## src/asi_pkg.sv

```systemverilog
`timescale 1ns / 1ps
// ----------------------------------------------------------------------------
// asi_pkg
// Shared types, codes and reset values for the arming safety interlock.
// ----------------------------------------------------------------------------
package asi_pkg;

  localparam int unsigned TimeW    = 32;
  localparam int unsigned CfgW     = 16;
  localparam int unsigned MaskW    = 16;
  localparam int unsigned FaultW   = 4;
  localparam int unsigned ModeW    = 3;
  localparam int unsigned ActW     = 2;
  localparam int unsigned InDataW  = 64;
  localparam int unsigned OutDataW = 24;

  localparam int unsigned ChannelsDef = 8;

  localparam logic [CfgW-1:0] ArmHoldReset    = 16'd1000;
  localparam logic [CfgW-1:0] TickBudgetReset = 16'd100;

  typedef enum logic [ModeW-1:0] {
    MODE_BOOT    = 3'd0,
    MODE_SAFE    = 3'd1,
    MODE_PENDING = 3'd2,
    MODE_ARMED   = 3'd3,
    MODE_LOCKOUT = 3'd4
  } mode_e;

  typedef enum logic [ActW-1:0] {
    ACT_BOOT   = 2'd0,
    ACT_TICK   = 2'd1,
    ACT_REPORT = 2'd2,
    ACT_HEALTH = 2'd3
  } action_e;

  typedef enum logic [0:0] {
    REG_ARM_HOLD    = 1'b0,
    REG_TICK_BUDGET = 1'b1
  } reg_idx_e;

  localparam logic [FaultW-1:0] FaultNone    = 4'd0;
  localparam logic [FaultW-1:0] FaultEstop   = 4'd1;
  localparam logic [FaultW-1:0] FaultOverrun = 4'd2;

  typedef struct packed {
    mode_e             mode;
    logic [FaultW-1:0] fault;
    logic              edge_seen;
    logic [TimeW-1:0]  pending_start;
    logic [TimeW-1:0]  last_tick;
    logic              tick_seen;
    logic              ticked;
  } state_t;

  typedef struct packed {
    logic [CfgW-1:0] arm_hold;
    logic [CfgW-1:0] tick_budget;
  } cfg_t;

  typedef struct packed {
    logic [MaskW-1:0]  request_mask;
    logic              arm_b;
    logic              arm_a;
    logic              link_ok;
    logic              arm_key;
    logic              estop_closed;
    logic [FaultW-1:0] fault_in;
    logic [TimeW-1:0]  now_ms;
  } item_t;

  typedef struct packed {
    logic              health_ok;
    logic [MaskW-1:0]  fire_mask;
    logic [FaultW-1:0] fault_out;
    logic [ModeW-1:0]  mode;
  } result_t;

endpackage

```

## src/asi_cfg.sv

```systemverilog
`timescale 1ns / 1ps
// ----------------------------------------------------------------------------
// asi_cfg
// Configuration register file: arm hold time and tick budget.
// ----------------------------------------------------------------------------
module asi_cfg (
  input  logic          clk_i,
  input  logic          rst_ni,
  input  logic          cfg_valid_i,
  input  logic [0:0]    cfg_index_i,
  input  logic [asi_pkg::CfgW-1:0] cfg_data_i,
  output asi_pkg::cfg_t cfg_o
);

  asi_pkg::cfg_t cfg_q;

  always_ff @(posedge clk_i or negedge rst_ni) begin
    if (!rst_ni) begin
      cfg_q.arm_hold    <= asi_pkg::ArmHoldReset;
      cfg_q.tick_budget <= asi_pkg::TickBudgetReset;
    end else if (cfg_valid_i) begin
      case (asi_pkg::reg_idx_e'(cfg_index_i))
        asi_pkg::REG_ARM_HOLD:    cfg_q.arm_hold    <= cfg_data_i;
        asi_pkg::REG_TICK_BUDGET: cfg_q.tick_budget <= cfg_data_i;
        default: ;
      endcase
    end
  end

  assign cfg_o = cfg_q;

endmodule

```

## src/asi_step.sv

```systemverilog
`timescale 1ns / 1ps
// ----------------------------------------------------------------------------
// asi_step
// Next-state and result logic for one action against the current state.
// ----------------------------------------------------------------------------
module asi_step #(
  parameter int unsigned CHANNELS = asi_pkg::ChannelsDef
) (
  input  asi_pkg::state_t  state_i,
  input  asi_pkg::cfg_t    cfg_i,
  input  asi_pkg::action_e action_i,
  input  asi_pkg::item_t   item_i,
  output asi_pkg::state_t  state_o,
  output asi_pkg::result_t result_o
);

  localparam logic [asi_pkg::MaskW-1:0] ChanMask =
    {asi_pkg::MaskW{1'b1}} >> (asi_pkg::MaskW - CHANNELS);

  logic                     both, hs, witnessed, hold;
  logic [asi_pkg::TimeW-1:0] tick_gap, pend_gap;
  asi_pkg::state_t          s;
  logic [asi_pkg::MaskW-1:0] fire;
  logic                     health;

  assign both      = item_i.arm_a & item_i.arm_b;
  assign hs        = item_i.link_ok & both & item_i.arm_key;
  assign witnessed = item_i.link_ok & ~both;
  assign tick_gap  = item_i.now_ms - state_i.last_tick;
  assign pend_gap  = item_i.now_ms - state_i.pending_start;

  always_comb begin
    s      = state_i;
    fire   = '0;
    health = 1'b0;
    hold   = 1'b0;
    case (action_i)
      asi_pkg::ACT_BOOT: begin
        if (state_i.mode == asi_pkg::MODE_BOOT) begin
          if (item_i.fault_in != asi_pkg::FaultNone) begin
            s.mode  = asi_pkg::MODE_LOCKOUT;
            s.fault = item_i.fault_in;
          end else begin
            s.mode      = asi_pkg::MODE_SAFE;
            s.edge_seen = 1'b0;
          end
        end
      end
      asi_pkg::ACT_TICK: begin
        s.ticked = 1'b1;
        if (state_i.tick_seen && (tick_gap > {16'd0, cfg_i.tick_budget}) &&
            state_i.mode != asi_pkg::MODE_BOOT) begin
          s.mode  = asi_pkg::MODE_LOCKOUT;
          s.fault = asi_pkg::FaultOverrun;
        end
        s.last_tick = item_i.now_ms;
        s.tick_seen = 1'b1;
        if (!item_i.estop_closed) begin
          if (s.mode != asi_pkg::MODE_BOOT) begin
            s.mode  = asi_pkg::MODE_LOCKOUT;
            s.fault = asi_pkg::FaultEstop;
          end
        end else begin
          case (s.mode)
            asi_pkg::MODE_SAFE: begin
              hold = s.edge_seen | witnessed;
              if (witnessed) s.edge_seen = 1'b1;
              if (hold && hs) begin
                s.mode          = asi_pkg::MODE_PENDING;
                s.pending_start = item_i.now_ms;
              end
            end
            asi_pkg::MODE_PENDING: begin
              if (!hs) begin
                s.mode      = asi_pkg::MODE_SAFE;
                s.edge_seen = witnessed;
              end else if (pend_gap >= {16'd0, cfg_i.arm_hold}) begin
                s.mode = asi_pkg::MODE_ARMED;
              end
            end
            asi_pkg::MODE_ARMED: begin
              if (!hs) begin
                s.mode      = asi_pkg::MODE_SAFE;
                s.edge_seen = witnessed;
              end
            end
            asi_pkg::MODE_LOCKOUT: begin
              if (item_i.link_ok && !item_i.arm_a && !item_i.arm_b) begin
                s.mode      = asi_pkg::MODE_SAFE;
                s.edge_seen = 1'b0;
              end
            end
            default: ;
          endcase
        end
        if (s.mode == asi_pkg::MODE_ARMED) fire = item_i.request_mask & ChanMask;
      end
      asi_pkg::ACT_REPORT: begin
        s.mode  = asi_pkg::MODE_LOCKOUT;
        s.fault = item_i.fault_in;
      end
      default: begin
        health   = state_i.ticked;
        s.ticked = 1'b0;
      end
    endcase
  end

  assign state_o            = s;
  assign result_o.mode      = s.mode;
  assign result_o.fault_out = s.fault;
  assign result_o.fire_mask = fire;
  assign result_o.health_ok = health;

endmodule

```

## src/arming_safety_interlock_core.sv

```systemverilog
`timescale 1ns / 1ps
// ----------------------------------------------------------------------------
// arming_safety_interlock_core
// Five-mode arming interlock driven by boot, tick, fault and health actions.
// ----------------------------------------------------------------------------
// usage:
//   s_axis: one action per transaction; tuser carries the action code,
//   tdata the time stamp, fault code, hardware/console flags and request mask.
//   m_axis: exactly one result per action (mode, latched fault, fire mask,
//   health flag), in order.
//   cfg: register writes (0 arm hold time, 1 tick budget), always ready;
//   write only while the block is idle.
//   result path: an accepted action is registered in the input register, then
//   its result in the result register; throughput one action per cycle while
//   m_axis is not stalled, set by the combinational state update.
//   stall: while m_axis is held, the result register keeps its transaction and
//   the input register fills; s_axis_tready_o drops once both are full.
//   reset: mode boot, no fault, timers and tick flags cleared, config
//   registers at their defaults, both channels empty.
// ----------------------------------------------------------------------------
module arming_safety_interlock_core #(
  parameter int unsigned CHANNELS = asi_pkg::ChannelsDef
) (
  input  logic                         clk_i,
  input  logic                         rst_ni,
  input  logic                         s_axis_tvalid_i,
  output logic                         s_axis_tready_o,
  // now_ms[31:0], fault_in[35:32], estop_closed[36], arm_key[37], link_ok[38],
  // arm_a[39], arm_b[40], request_mask[56:41], zero[63:57]
  input  logic [asi_pkg::InDataW-1:0]  s_axis_tdata_i,
  // action[1:0]
  input  logic [asi_pkg::ActW-1:0]     s_axis_tuser_i,
  output logic                         m_axis_tvalid_o,
  input  logic                         m_axis_tready_i,
  // mode[2:0], fault_out[6:3], fire_mask[22:7], health_ok[23]
  output logic [asi_pkg::OutDataW-1:0] m_axis_tdata_o,
  input  logic                         cfg_valid_i,
  output logic                         cfg_ready_o,
  input  logic [0:0]                   cfg_index_i,
  input  logic [asi_pkg::CfgW-1:0]     cfg_data_i
);

  localparam int unsigned ItemW = $bits(asi_pkg::item_t);

  logic               in_valid_q;
  asi_pkg::item_t     in_item_q;
  asi_pkg::action_e   in_act_q;
  logic               out_valid_q;
  asi_pkg::result_t   out_q;
  asi_pkg::state_t    state_q, state_d;
  asi_pkg::result_t   result_d;
  asi_pkg::cfg_t      cfg;
  logic               advance, in_take;

  assign advance         = in_valid_q & (~out_valid_q | m_axis_tready_i);
  assign s_axis_tready_o = ~in_valid_q | advance;
  assign in_take         = s_axis_tvalid_i & s_axis_tready_o;
  assign cfg_ready_o     = 1'b1;

  asi_cfg u_cfg (
    .clk_i       (clk_i),
    .rst_ni      (rst_ni),
    .cfg_valid_i (cfg_valid_i),
    .cfg_index_i (cfg_index_i),
    .cfg_data_i  (cfg_data_i),
    .cfg_o       (cfg)
  );

  asi_step #(
    .CHANNELS (CHANNELS)
  ) u_step (
    .state_i  (state_q),
    .cfg_i    (cfg),
    .action_i (in_act_q),
    .item_i   (in_item_q),
    .state_o  (state_d),
    .result_o (result_d)
  );

  always_ff @(posedge clk_i or negedge rst_ni) begin
    if (!rst_ni) begin
      in_valid_q  <= 1'b0;
      out_valid_q <= 1'b0;
      state_q     <= '{mode: asi_pkg::MODE_BOOT, fault: asi_pkg::FaultNone,
                       edge_seen: 1'b0, pending_start: '0, last_tick: '0,
                       tick_seen: 1'b0, ticked: 1'b0};
    end else begin
      if (s_axis_tready_o) in_valid_q <= s_axis_tvalid_i;
      if (advance) begin
        out_valid_q <= 1'b1;
        state_q     <= state_d;
      end else if (m_axis_tready_i) begin
        out_valid_q <= 1'b0;
      end
    end
  end

  always_ff @(posedge clk_i) begin
    if (in_take) begin
      in_item_q <= asi_pkg::item_t'(s_axis_tdata_i[ItemW-1:0]);
      in_act_q  <= asi_pkg::action_e'(s_axis_tuser_i);
    end
    if (advance) out_q <= result_d;
  end

  assign m_axis_tvalid_o = out_valid_q;
  assign m_axis_tdata_o  = out_q;

endmodule

```

## config.mk

```make
export PLATFORM = sky130hd
export DESIGN_NAME = arming_safety_interlock_core
export DESIGN_NICKNAME = d
export VERILOG_FILES = /design/src/asi_pkg.sv /design/src/asi_cfg.sv /design/src/asi_step.sv /design/src/arming_safety_interlock_core.sv
export SDC_FILE = /design/constraint.sdc
export NUM_CORES = 1
export LEC_CHECK = 0
export ABC_AREA = 0
export ABC_CLOCK_PERIOD_IN_PS = 8000
export BUFFER_PORTS_ARGS = -buffer_cell sky130_fd_sc_hd__buf_2
export CORE_MARGIN = 2
export CORE_UTILIZATION = 45
export CTS_BUF_LIST = sky130_fd_sc_hd__clkbuf_16
export CTS_CLUSTER_DIAMETER = 60
export CTS_CLUSTER_SIZE = 30
export DETAILED_ROUTE_END_ITERATION = 16
export SLEW_MARGIN = 15
export SYNTH_ARGS = -nofsm -noshare
export SYNTH_HDL_FRONTEND = slang
export SYNTH_SLANG_ARGS = --single-unit
```

## constraint.sdc

```tcl
create_clock -name clk_i -period 8 [get_ports clk_i]
set_input_delay 0.8 -clock clk_i [delete_from_list [all_inputs] [get_ports clk_i]]
set_output_delay 0.8 -clock clk_i [all_outputs]
set_load 0.01 [all_outputs]
```

==> metrics.md, run 1 <==
| Metric | Value |
|---|---|
| Status | `finished clean` |
| Chip width | `165.6 um` |
| CTS buffer count | `17` |
| Synth warn | `0` |
| Reg-to-reg startpoint | `in_item_q[0]$_DFFE_PP_` |
| Ys async rst share | `0.6171` |
| CP endpoint kind | `flop` |
| Worst-Margin Slew | `1114 ps` |
| Final max-slew violation count | `0` |
| Inserted Diodes | `0` |
| Largest net degree at the start of global routing | `67` |
| Post-synthesis mux area share | `0.03120` |
| Met3 usage | `0.03072` |
| Total congestion overflow | `0` |
| Wire length of the first global-routing pass | `46,450 um` |
| DRT antenna net count | `0` |
| DPL Wire Length | `22,120 um` |
| Compound-Gate Fraction of Synth Area | `0.2088` |
| Nets | `1,516` |
| Setup TNS | `0 ps` |
| Initial antenna violation count | `0` |
| Register bit total from synthesis | `175` |
| Starting Density | `0.4548` |
| Post-CTS resize count | `0` |
| Max_cap viols | `0` |
| R2R Setup Slk | `1600 ps` |
| Max Clock Skew | `18.82 ps` |
| Worst R2R End | `state_q[58]$_DFFE_PN0P_` |
| Simple-gate share of the synthesized area | `0.1583` |
| Area delta synth->final | `10.18%` |
| Vias per Instance | `5.555` |
| Htree depth | `4` |
| Crit Path Class | `flop to flop` |
| CP arrival | `6760 ps` |
| Fmax | `0.1562 GHz` |
| Num rows | `a little under 60` |
| # Post-CTS Setup Buffers | `0` |
| Unrepaired setup endpoints after global routing | `no` |
| Power Density | `around 220 mW/mm^2` |
| Routing usage on met2 | `0.3699` |
| Synthesized instance count | `1,271` |
| Sequential area share after synthesis | `0.4022` |
| Worst-Skew Late Latency | `440 ps` |
| Initial DRC Count | `650` |
| Syn Std Cell Area | `0.01175 mm^2` |
| Final Hold Viols | `0` |
| Residual DRC | `0` |
| Most frequent cells in the layout | `nand2_1, inv_1, a21oi_1, dfrtp_1, ha_1` |
| Root buffer cell | `clkbuf_16` |
| Ys flop type | `dfrtp_1` |
| Post-Route Utilization | `0.5011` |
| Clock slew at reported path FFs | `80 ps` |
| Clock tree buffer depth | `2` |
| Hold buffer count at CTS | `0` |
| Number of global-route vias before repair | `8,947` |
| CP required | `8360 ps` |
| Gpl congestion | `0.9004` |
| Tmin final | `around 6400 ps` |
| Via count | `9,332` |
| PortBufs | `90` |
| Avg Inst Size Synth | `9.245 um^2` |
| Die area | `0.02742 mm^2` |
| Clock sink total | `175` |
| Worst reg-to-reg path cell count | `23` |
| Most Crowded Layer GR | `met2` |
| Layout cells sized above 1 | `0.1792` |
| Post-synth EDFFs | `67` |
| Worst VDD drop | `0.0001417 V` |
| Avg WL per Cell | `17.35 um` |
| Total iterations of the first detailed-routing run | `5` |
| IO Count | `around 120` |
| GR Util All Layers | `0.2185` |
| CTS tree | `done` |
| Core box area | `~0.026 mm^2` |
| Hold crit path type | `input port to asynchronous set/reset pin` |
| WL final | `about 29,000 um` |
| Worst setup margin | `between 1500 and 2000 ps` |
| Met1 usage | `0.2925` |
| DP Worst Slack | `approximately 1700 ps` |
| Adder-cell share of the synthesized area | `0.1035` |
| Commonest non-fill, non-tap cell in the layout | `nand2_1` |
| Die H | `165.6 um` |
| Crit share post-route | `0.8004` |
| Slew headroom | `0.2515` |
| Leak pwr | `5.628 nW` |
| Synth cell types | `80` |
| Post-Synth XOR/XNOR Area | `0.03056` |
| Startpoint Class | `flop` |
| Hold slack | `409.5 ps` |
| CP Max Fanout | `56` |
| Main combinational cell family by area after synthesis | `compound AO/OA/AOI/OAI gates` |
| Final setup fails | `0` |
==> cell families (layout without fill, tap and decap cells) <==
family                     Yosys count  count (layout)
AOI/OAI and AO/OA                  377             377
and+or+nand+nor                    373             373
DFF                                175             175
buffers and inverters              174             241
adders and majority gates           96              96
xor gates and xnor gates            41              41
muxes                               33              33
other                                2               9
==> sequential cells by signal, summed over array words and instances (netlist names) <==
| name | count |
|---|---|
| m_axis_tdata_o | 16 |
| in_item_q | 49 |
| in_valid_q | 1 |
| m_axis_tvalid_o | 1 |
| in_act_q | 2 |
| state_q | 74 |
| u_cfg.cfg_o | 32 |
==> synth_stat cells (all sizes together) (14+ instances only) <==
master,count,area (um^2)
xnor2,27,236.5
dfrtp,99,2477
nand3,27,135.1
mux2,23,266.5
clkbuf,34,127.6
a21o,25,187.7
buf,25,201.4
nand2,165,694.4
and2,14,87.58
inv,115,431.7
edfxtp,67,2012
o211ai,14,105.1
o21ai,129,765.7
xor2,14,122.6
ha,94,1176
nand4,31,193.9
a21oi,106,556.8
nor2,68,262.8
==> metrics by stage <==
stage / instance area (um^2) / instances / total power [mW]
after CTS: 12950 / 1680 / 2.888
after detailed placement: 12370 / 1648 / 2.059
after global placement: 12370 / 1648 / 2.050
after global routing: 12950 / 1680 / 3.047
after floorplan: 11780 / 1278 / 1.807
final: 12950 / 1680 / 2.872
==> layout make-up <==
type / count / area (um^2)
clock buffer: 17 / 425.4
fill: 2506 / 12890
tap: 335 / 419.2
sequential: 175 / 4726
timing repair buffer: 94 / 495.5
inverter: 115 / 431.7
clock inverter: 15 / 147.6
multi-input combinational: 929 / 6301
==> critical path, stage by stage (launching register included) <==
cell and delay, ps:
edfxtp_1 370, inv_1 70, ha_1 220, fa_1 410, nand2b_1 190, a21oi_1 340, nand2b_1 310, a21oi_1 160
and2b_1 190, xnor2_1 180, ha_1 290, a21oi_1 160, nand2_1 70, a221oi_1 300, a21oi_1 110, a211oi_1 180
nand4_1 120, or4_4 450, nor4_4 610, a21oi_2 250, nor4_4 690, buf_12 380, nand2_2 90, o21ai_2 60
==> metal layers <==
layer,part of all wire,vias up
li1,-,4667
met1,0.46,4426
met2,0.48,202
met3,0.036,37
met4,0.020,0
met5,0,-
==> worst max-delay path by stage <==
stage	start	endpoint	slack (ps)	cells after the start
after floorplan	in_item_q[0]$_DFFE_PP_	state_q[34]$_DFFE_PN0P_	3000	21
after global placement	in_item_q[0]$_DFFE_PP_	state_q[49]$_DFFE_PN0P_	1750	23
after detailed placement	in_item_q[0]$_DFFE_PP_	state_q[57]$_DFFE_PN0P_	1680	23
after CTS	in_item_q[0]$_DFFE_PP_	state_q[57]$_DFFE_PN0P_	1590	23
after global routing	in_item_q[0]$_DFFE_PP_	state_q[50]$_DFFE_PN0P_	1130	23
final	in_item_q[0]$_DFFE_PP_	state_q[58]$_DFFE_PN0P_	1600	23
==> where the power goes <==
group          switching, mW  internal, mW  leakage [nW]
clock                  0.409         0.414         0.271
sequential            0.0593          1.04          1.84
combinational          0.582         0.368          3.52
(Power assumes the default switching activity.)
==> run 2, diff against run 1 <==
--- a/config.mk
+++ b/config.mk
@@ -5,8 +5,8 @@
 export SDC_FILE = /design/constraint.sdc
 export NUM_CORES = 1
 export LEC_CHECK = 0
-export ABC_AREA = 0
-export ABC_CLOCK_PERIOD_IN_PS = 8000
+export ABC_AREA = 1
+export ABC_CLOCK_PERIOD_IN_PS = 6400
 export BUFFER_PORTS_ARGS = -buffer_cell sky130_fd_sc_hd__buf_2
 export CORE_MARGIN = 2
 export CORE_UTILIZATION = 45
==> constraint.sdc (replaced) <==
create_clock -name clk_i -period 6.4 [get_ports clk_i]
set_input_delay 0.64 -clock clk_i [delete_from_list [all_inputs] [get_ports clk_i]]
set_output_delay 0.64 -clock clk_i [all_outputs]
set_load 0.01 [all_outputs]
==> run 2 against run 1 <==
Register-to-register slack worse by 380 ps; via count up 14%; critical path depth up 4; clock power up 31%; sequential share of layout area down 2.7 points; die area up 6.8%; first-iteration DRC count up 0.77%; maximum frequency up 23%; clock skew down 9.3 ps; power up 51%; hold slack worse by 220 ps; critical path type unchanged; critical endpoint is now state_q[51]$_DFFE_PN0P_; largest cell class unchanged.
==> metrics.md, run 2 <==
| Metric | Value |
|---|---|
| Synth warn | `0` |
| Initial DRC Count | `655` |
| Most frequent cells after synthesis | `nand2_1, inv_1, nor2_1` |
| Clock share of power | `0.249` |
| Reg-to-reg startpoint | `in_item_q[0]$_DFFE_PP_` |
| CP Max Fanout | `38` |
| Area of the multi-input gates | `approximately 0.0064 mm^2` |
| Switch Pwr | `1.821 mW` |
| WL final | `32,540 um` |
| Clock tree buffer depth | `2` |
| Chip width | `around 170 um` |
| DRT antenna net count | `0` |
| Fillcell total | `2,794` |
| Inserted Diodes | `0` |
| Final max-slew violation count | `0` |
| Fmax | `just under 0.2 GHz` |
| # Post-CTS Setup Buffers | `0` |
| Max FFs per register | `74` |
| Logic pwr share | `0.418` |
| Ys async rst share | `0.6171` |
| Gpl congestion | `roughly 0.91` |
| Hold buffer count at CTS | `0` |
| Htree depth | `4` |
| Crit Path Class | `flop to flop` |
| Residual DRC | `0` |
| Hold slack | `between 150 and 200 ps` |
| Ys flop type | `dfrtp_1` |
| Syn Std Cell Area | `0.01257 mm^2` |
| Clock slew at reported path FFs | `70 ps` |
| Placed insts | `2,184` |
| Tmin final | `5187 ps` |
| Number of global-route vias before repair | `about 10,000` |
| Area delta synth->final | `11.30%` |
| Die area | `0.02928 mm^2` |
| Via count | `10,670` |
| Nets | `around 2,000` |
| Top-area cell type share of the netlist area | `0.1971` |
| Max stage delay on crit path | `480 ps` |
| DPL Wire Length | `26,330 um` |
| Unrepaired setup endpoints after global routing | `no` |
| Worst R2R End | `state_q[51]$_DFFE_PN0P_` |
| Num rows | `61` |
| CP arrival | `5510 ps` |
| R2R Setup Slk | `1210 ps` |
| Power Density | `310.9 mW/mm^2` |
| Register bit total from synthesis | `175` |
| Synth top area cells | `dfrtp_1, edfxtp_1, nand2_1` |
| Avg WL per Cell | `14.68 um` |
| Worst-Margin Slew | `roughly 920 ps` |
| Post-synth EDFFs | `67` |
| Worst-Skew Late Latency | `~450 ps` |
| Final setup fails | `0` |
| Largest net degree at the start of global routing | `67` |
| Avg Inst Size Synth | `7.239 um^2` |
| Total congestion overflow | `0` |
| Vias per Instance | `4.815` |
| Critical path's most frequent cell | `nand2_1` |
| Sequential area share after synthesis | `0.3760` |
| Initial antenna violation count | `0` |
| Wire length of the first global-routing pass | `roughly 52,000 um` |
| Commonest non-fill, non-tap cell in the layout | `nand2_1` |
| PortBufs | `90` |
| Cell taking the most area after synthesis | `dfrtp_1` |
| Switching portion of total power | `0.4187` |
| Core box area | `0.02763 mm^2` |
| CTS buffer count | `17` |
| Slew headroom | `0.3875` |
| Hold crit path type | `input port to asynchronous set/reset pin` |
| Post-CTS resize count | `0` |
| Root buffer cell | `clkbuf_16` |
| GR Util All Layers | `0.2333` |
| Max_cap viols | `0` |
| Setup TNS | `0 ps` |
| Synth cell types | `47` |
| Part of the power in registers | `0.333` |
| Starting Density | `0.4549` |
| Non-Filler Instances | `2,216` |
| Die H | `171.1 um` |
| Total iterations of the first detailed-routing run | `5` |
| Status | `finished clean` |
| Crit share post-route | `0.8104` |
| Slowest CP cell | `nand3b_4` |
| Worst VDD drop | `0.0001679 V` |
| Internal power | `roughly 2.5 mW` |
| Reg with most FFs | `state_q` |
| CP endpoint kind | `flop` |
| Sequential cell area | `0.004726 mm^2` |
| Leak pwr | `7.304 nW` |
| Max Clock Skew | `about 9.5 ps` |
| CTS tree | `done` |
| Clock sink total | `175` |
| Worst reg-to-reg path cell count | `27` |
| Startpoint Class | `flop` |
| Layout cells sized above 1 | `0.1322` |
| IO Count | `115` |
| Synthesized instance count | `approximately 1,700` |
| CP required | `6730 ps` |
| Final Hold Viols | `0` |
| Most frequent cell after synthesis | `nand2_1` |
| Most frequent cells in the layout | `nand2_1, inv_1, nor2_1` |
-- run 2: power by group through the flow --
stage | Clock [mW] | Combinational, mW | Sequential, mW
after floorplan | 0 | 1.34 | 1.44
after global placement | 0 | 1.78 | 1.47
after detailed placement | 0 | 1.81 | 1.47
after CTS | 1.12 | 1.82 | 1.45
after global routing | 1.16 | 2.09 | 1.47
final | 1.08 | 1.82 | 1.45
-- run 2: cell families (layout without fill, tap and decap cells) --
logic type / after synthesis / count (layout) / synth area share
buffers and inverters: 382 / 477 / 0.1208
xor gates and xnor gates: 32 / 32 / 0.02230
DFF: 175 / 175 / 0.3760
other: 2 / 9 / 0.0005976
AOI/OAI and AO/OA: 224 / 224 / 0.1027
adders and majority gates: 96 / 96 / 0.09677
and+or+nand+nor: 825 / 825 / 0.2808
-- run 2: how the worst max path moves through the flow --
stage | endpoint | from | slack [ps] | depth (start not counted)
2_1_floorplan | m_axis_tdata_o[10]$_SDFFCE_PN0P_ | in_item_q[0]$_DFFE_PP_ | 2690 | 28
3_3_place_gp | state_q[52]$_DFFE_PN0P_ | in_item_q[0]$_DFFE_PP_ | 1350 | 27
3_5_place_dp | state_q[51]$_DFFE_PN0P_ | in_item_q[0]$_DFFE_PP_ | 1200 | 27
4_1_cts | state_q[51]$_DFFE_PN0P_ | in_item_q[0]$_DFFE_PP_ | 1180 | 27
5_1_grt | state_q[51]$_DFFE_PN0P_ | in_item_q[0]$_DFFE_PP_ | 780 | 27
6_report | state_q[51]$_DFFE_PN0P_ | in_item_q[0]$_DFFE_PP_ | 1210 | 27
-- run 2: area by class of cell --
| type | count | area share |
|---|---|---|
| timing repair buffer | 95 | 0.03596 |
| clock inverter | 15 | 0.01387 |
| clock buffer | 17 | 0.03041 |
| inverter | 350 | 0.09393 |
| multi-input combinational | 1186 | 0.4542 |
| sequential | 175 | 0.3379 |
| tap | 378 | 0.03381 |
-- run 2: metrics by stage --
stage	util	area, um^2	total power [mW]	setup slack, ps
after floorplan	-	12590	2.781	2693
after global placement	0.4838	13370	3.250	1346
after detailed placement	0.4838	13370	3.278	1197
after CTS	0.5062	13990	4.386	1178
after global routing	0.5062	13990	4.717	782.5
final	0.5062	13990	4.349	1213
-- run 2: critical path: cells and delay by family (launching register included) --
family	cells	cell delay (ps)
xor gates and xnor gates	1	120
and+or+nand+nor	19	2940
AOI/OAI and AO/OA	1	50
buffers and inverters	3	610
DFF	1	330
adders and majority gates	3	970
-- run 2: per-layer routing --
metal	track usage	up-vias	part of all wire
li1	-	5599	-
met1	0.3156	4857	0.49
met2	0.3890	191	0.46
met3	0.04464	22	0.037
met4	0.04901	0	0.011
met5	0	-	0
==> run 3, diff against run 2 <==
--- a/config.mk
+++ b/config.mk
@@ -6,7 +6,7 @@
 export NUM_CORES = 1
 export LEC_CHECK = 0
 export ABC_AREA = 1
-export ABC_CLOCK_PERIOD_IN_PS = 6400
+export ABC_CLOCK_PERIOD_IN_PS = 4360
 export BUFFER_PORTS_ARGS = -buffer_cell sky130_fd_sc_hd__buf_2
 export CORE_MARGIN = 2
 export CORE_UTILIZATION = 45
@@ -14,6 +14,7 @@
 export CTS_CLUSTER_DIAMETER = 60
 export CTS_CLUSTER_SIZE = 30
 export DETAILED_ROUTE_END_ITERATION = 16
+export PLACE_DENSITY = 0.66
 export SLEW_MARGIN = 15
 export SYNTH_ARGS = -nofsm -noshare
 export SYNTH_HDL_FRONTEND = slang
==> constraint.sdc (replaced) <==
create_clock -name clk_i -period 4.36 [get_ports clk_i]
set_input_delay 0.436 -clock clk_i [delete_from_list [all_inputs] [get_ports clk_i]]
set_output_delay 0.436 -clock clk_i [all_outputs]
set_load 0.01 [all_outputs]
==> run 3 against run 2 <==
Flip-flop and latch count unchanged; power rose by 55%; sequential share of layout area down 1.4 points; first-iteration DRC count up 24%; clock-buffer cell count unchanged.
==> metrics.md, run 3 (same netlist as run 2, synthesis figures left out) <==
| Metric | Value |
|---|---|
| Clock tree buffer depth | `2` |
| GR Util All Layers | `0.2270` |
| CP Max Fanout | `8` |
| Final max-slew violation count | `0` |
| R2R Setup Slk | `170 ps` |
| Reg with most FFs | `state_q` |
| Area delta synth->final | `16.29%` |
| Max FFs per register | `74` |
| Vias per Instance | `4.948` |
| Total iterations of the first detailed-routing run | `6` |
| Num rows | `61` |
| Gpl congestion | `just under 1` |
| CP endpoint kind | `flop` |
| WL final | `33,050 um` |
| IO Count | `115` |
| Clock sink total | `175` |
| Initial DRC Count | `approximately 810` |
| CTS tree | `done` |
| Commonest non-fill, non-tap cell in the layout | `nand2_1` |
| CP required | `4670 ps` |
| Total power | `6.752 mW` |
| Fmax | `0.2389 GHz` |
| Nets | `2,054` |
| Crit share post-route | `0.9601` |
| CP arrival | `roughly 4500 ps` |
| Max_cap viols | `0` |
| Worst-Skew Late Latency | `between 400 and 500 ps` |
| Starting Density | `0.4549` |
| Startpoint Class | `flop` |
| Setup TNS | `0 ps` |
| DPL Wire Length | `25,500 um` |
| DRT antenna net count | `0` |
| Largest net degree at the start of global routing | `67` |
| Initial antenna violation count | `0` |
| Total congestion overflow | `0` |
| Die H | `171.1 um` |
| CTS buffer count | `17` |
| Die area | `between 0.02 and 0.03 mm^2` |
| Slew headroom | `0.2503` |
| Worst-Margin Slew | `1125 ps` |
| Root buffer cell | `clkbuf_16` |
| Status | `finished clean` |
| Power Density | `462.0 mW/mm^2` |
| Layout cells sized above 1 | `0.1731` |
| Via count | `11,190` |
| Final Hold Viols | `0` |
| Post-Route Utilization | `0.5289` |
| Worst setup margin | `approximately 170 ps` |
| Avg WL per Cell | `14.62 um` |
| Residual DRC | `0` |
| Final setup fails | `0` |
| Inserted Diodes | `0` |
| Number of global-route vias before repair | `10,270` |
| Core box area | `0.02763 mm^2` |
| PortBufs | `90` |
| Hold crit path type | `input port to flop` |
| Clock slew at reported path FFs | `70 ps` |
| Leak pwr | `7.545 nW` |
| Worst VDD drop | `approximately 0.00033 V` |
| Tmin final | `4186 ps` |
| Htree depth | `4` |
| Max Clock Skew | `around 11 ps` |
| Wire length of the first global-routing pass | `51,280 um` |
| Most frequent cells in the layout | `nand2_1, inv_1, nor2_1` |
| Crit Path Class | `flop to flop` |
| Chip width | `171.1 um` |
| DP Worst Slack | `40.53 ps` |
[run 3: changes by cell type in the layout (fill, tap and decap cells not counted), sizes merged, moves of 2 or more]
cell	change
clkinvlp	+2
buf	+42
clkbuf	+2
inv	-3
bufinv	+2
[run 3: worst paths after layout]
check,startpoint,endpoint,cells past startpoint
worst max register to register,in_item_q[11]$_DFFE_PP_,m_axis_tdata_o[13]$_SDFFCE_PN0P_,26
worst min register to register,state_q[1]$_DFFE_PN0P_,state_q[1]$_DFFE_PN0P_,2
worst min-delay path,s_axis_tdata_i[42],in_item_q[42]$_DFFE_PP_,1
min in group asynchronous,rst_ni,u_cfg.cfg_o[17]$_DFFE_PN0P_,2
max in group asynchronous,rst_ni,state_q[33]$_DFFE_PN0P_,3
worst max-delay path,in_item_q[11]$_DFFE_PP_,m_axis_tdata_o[13]$_SDFFCE_PN0P_,26
[run 3: timing repair]
action                                  CTS  global route
endpoints found under the setup margin    1            45
pin swaps                                 0            29
cloned                                    0             1
hold buffers                              1             0
resized for setup                         1            48
hold endpoints to repair                 25             0
buffers inserted                          0            15
[run 3: through the flow]
stage	instance area, um^2	hold slack (ps)	std cells
2_1_floorplan	12590	140.4	1743
3_3_place_gp	13580	404.7	2212
3_5_place_dp	13580	425.4	2212
4_1_cts	14190	136.0	2245
5_1_grt	14610	141.9	2261
6_report	14610	151.5	2261
[run 3: where the power goes]
part	switching, mW	internal [mW]	leakage [nW]
logic	1.89	1.16	5.23
registers	0.163	1.97	2.02
clock network	0.672	0.898	0.292
[run 3: critical path: stages (launching register included)]
cell	delay, ps
edfxtp_1	510
ha_4	280
nand2_1	100
inv_2	50
nand2_1	90
inv_1	80
a21oi_1	160
nand2_1	120
xor2_2	170
ha_1	320
nand2_2	80
nor4_4	260
nand3_1	120
nand2_2	110
nand3_2	80
nor2_1	100
nand2_1	60
nor2_1	120
nand2_2	120
nand2_4	130
nand3_2	70
or2_1	260
nand3_1	100
nand2_2	70
nor2_4	140
nand3_4	170
nor2_2	150
[run 3: area by class of cell]
| class | count | area (um^2) |
|---|---|---|
| fill | 2719 | 13020 |
| multi-input combinational | 1186 | 6641 |
| clock inverter | 15 | 168.9 |
| inverter | 350 | 1314 |
| clock buffer | 17 | 425.4 |
| tap | 378 | 473.0 |
| sequential | 175 | 4726 |
| timing repair buffer | 140 | 865.8 |
[run 3: metal layers]
layer	track usage	wire length, um	up-vias
met5	0	0	-
met1	0.3105	15380	5146
met3	0.03493	1621	54
met2	0.3678	15220	289
met4	0.07590	833	0
li1	-	-	5699
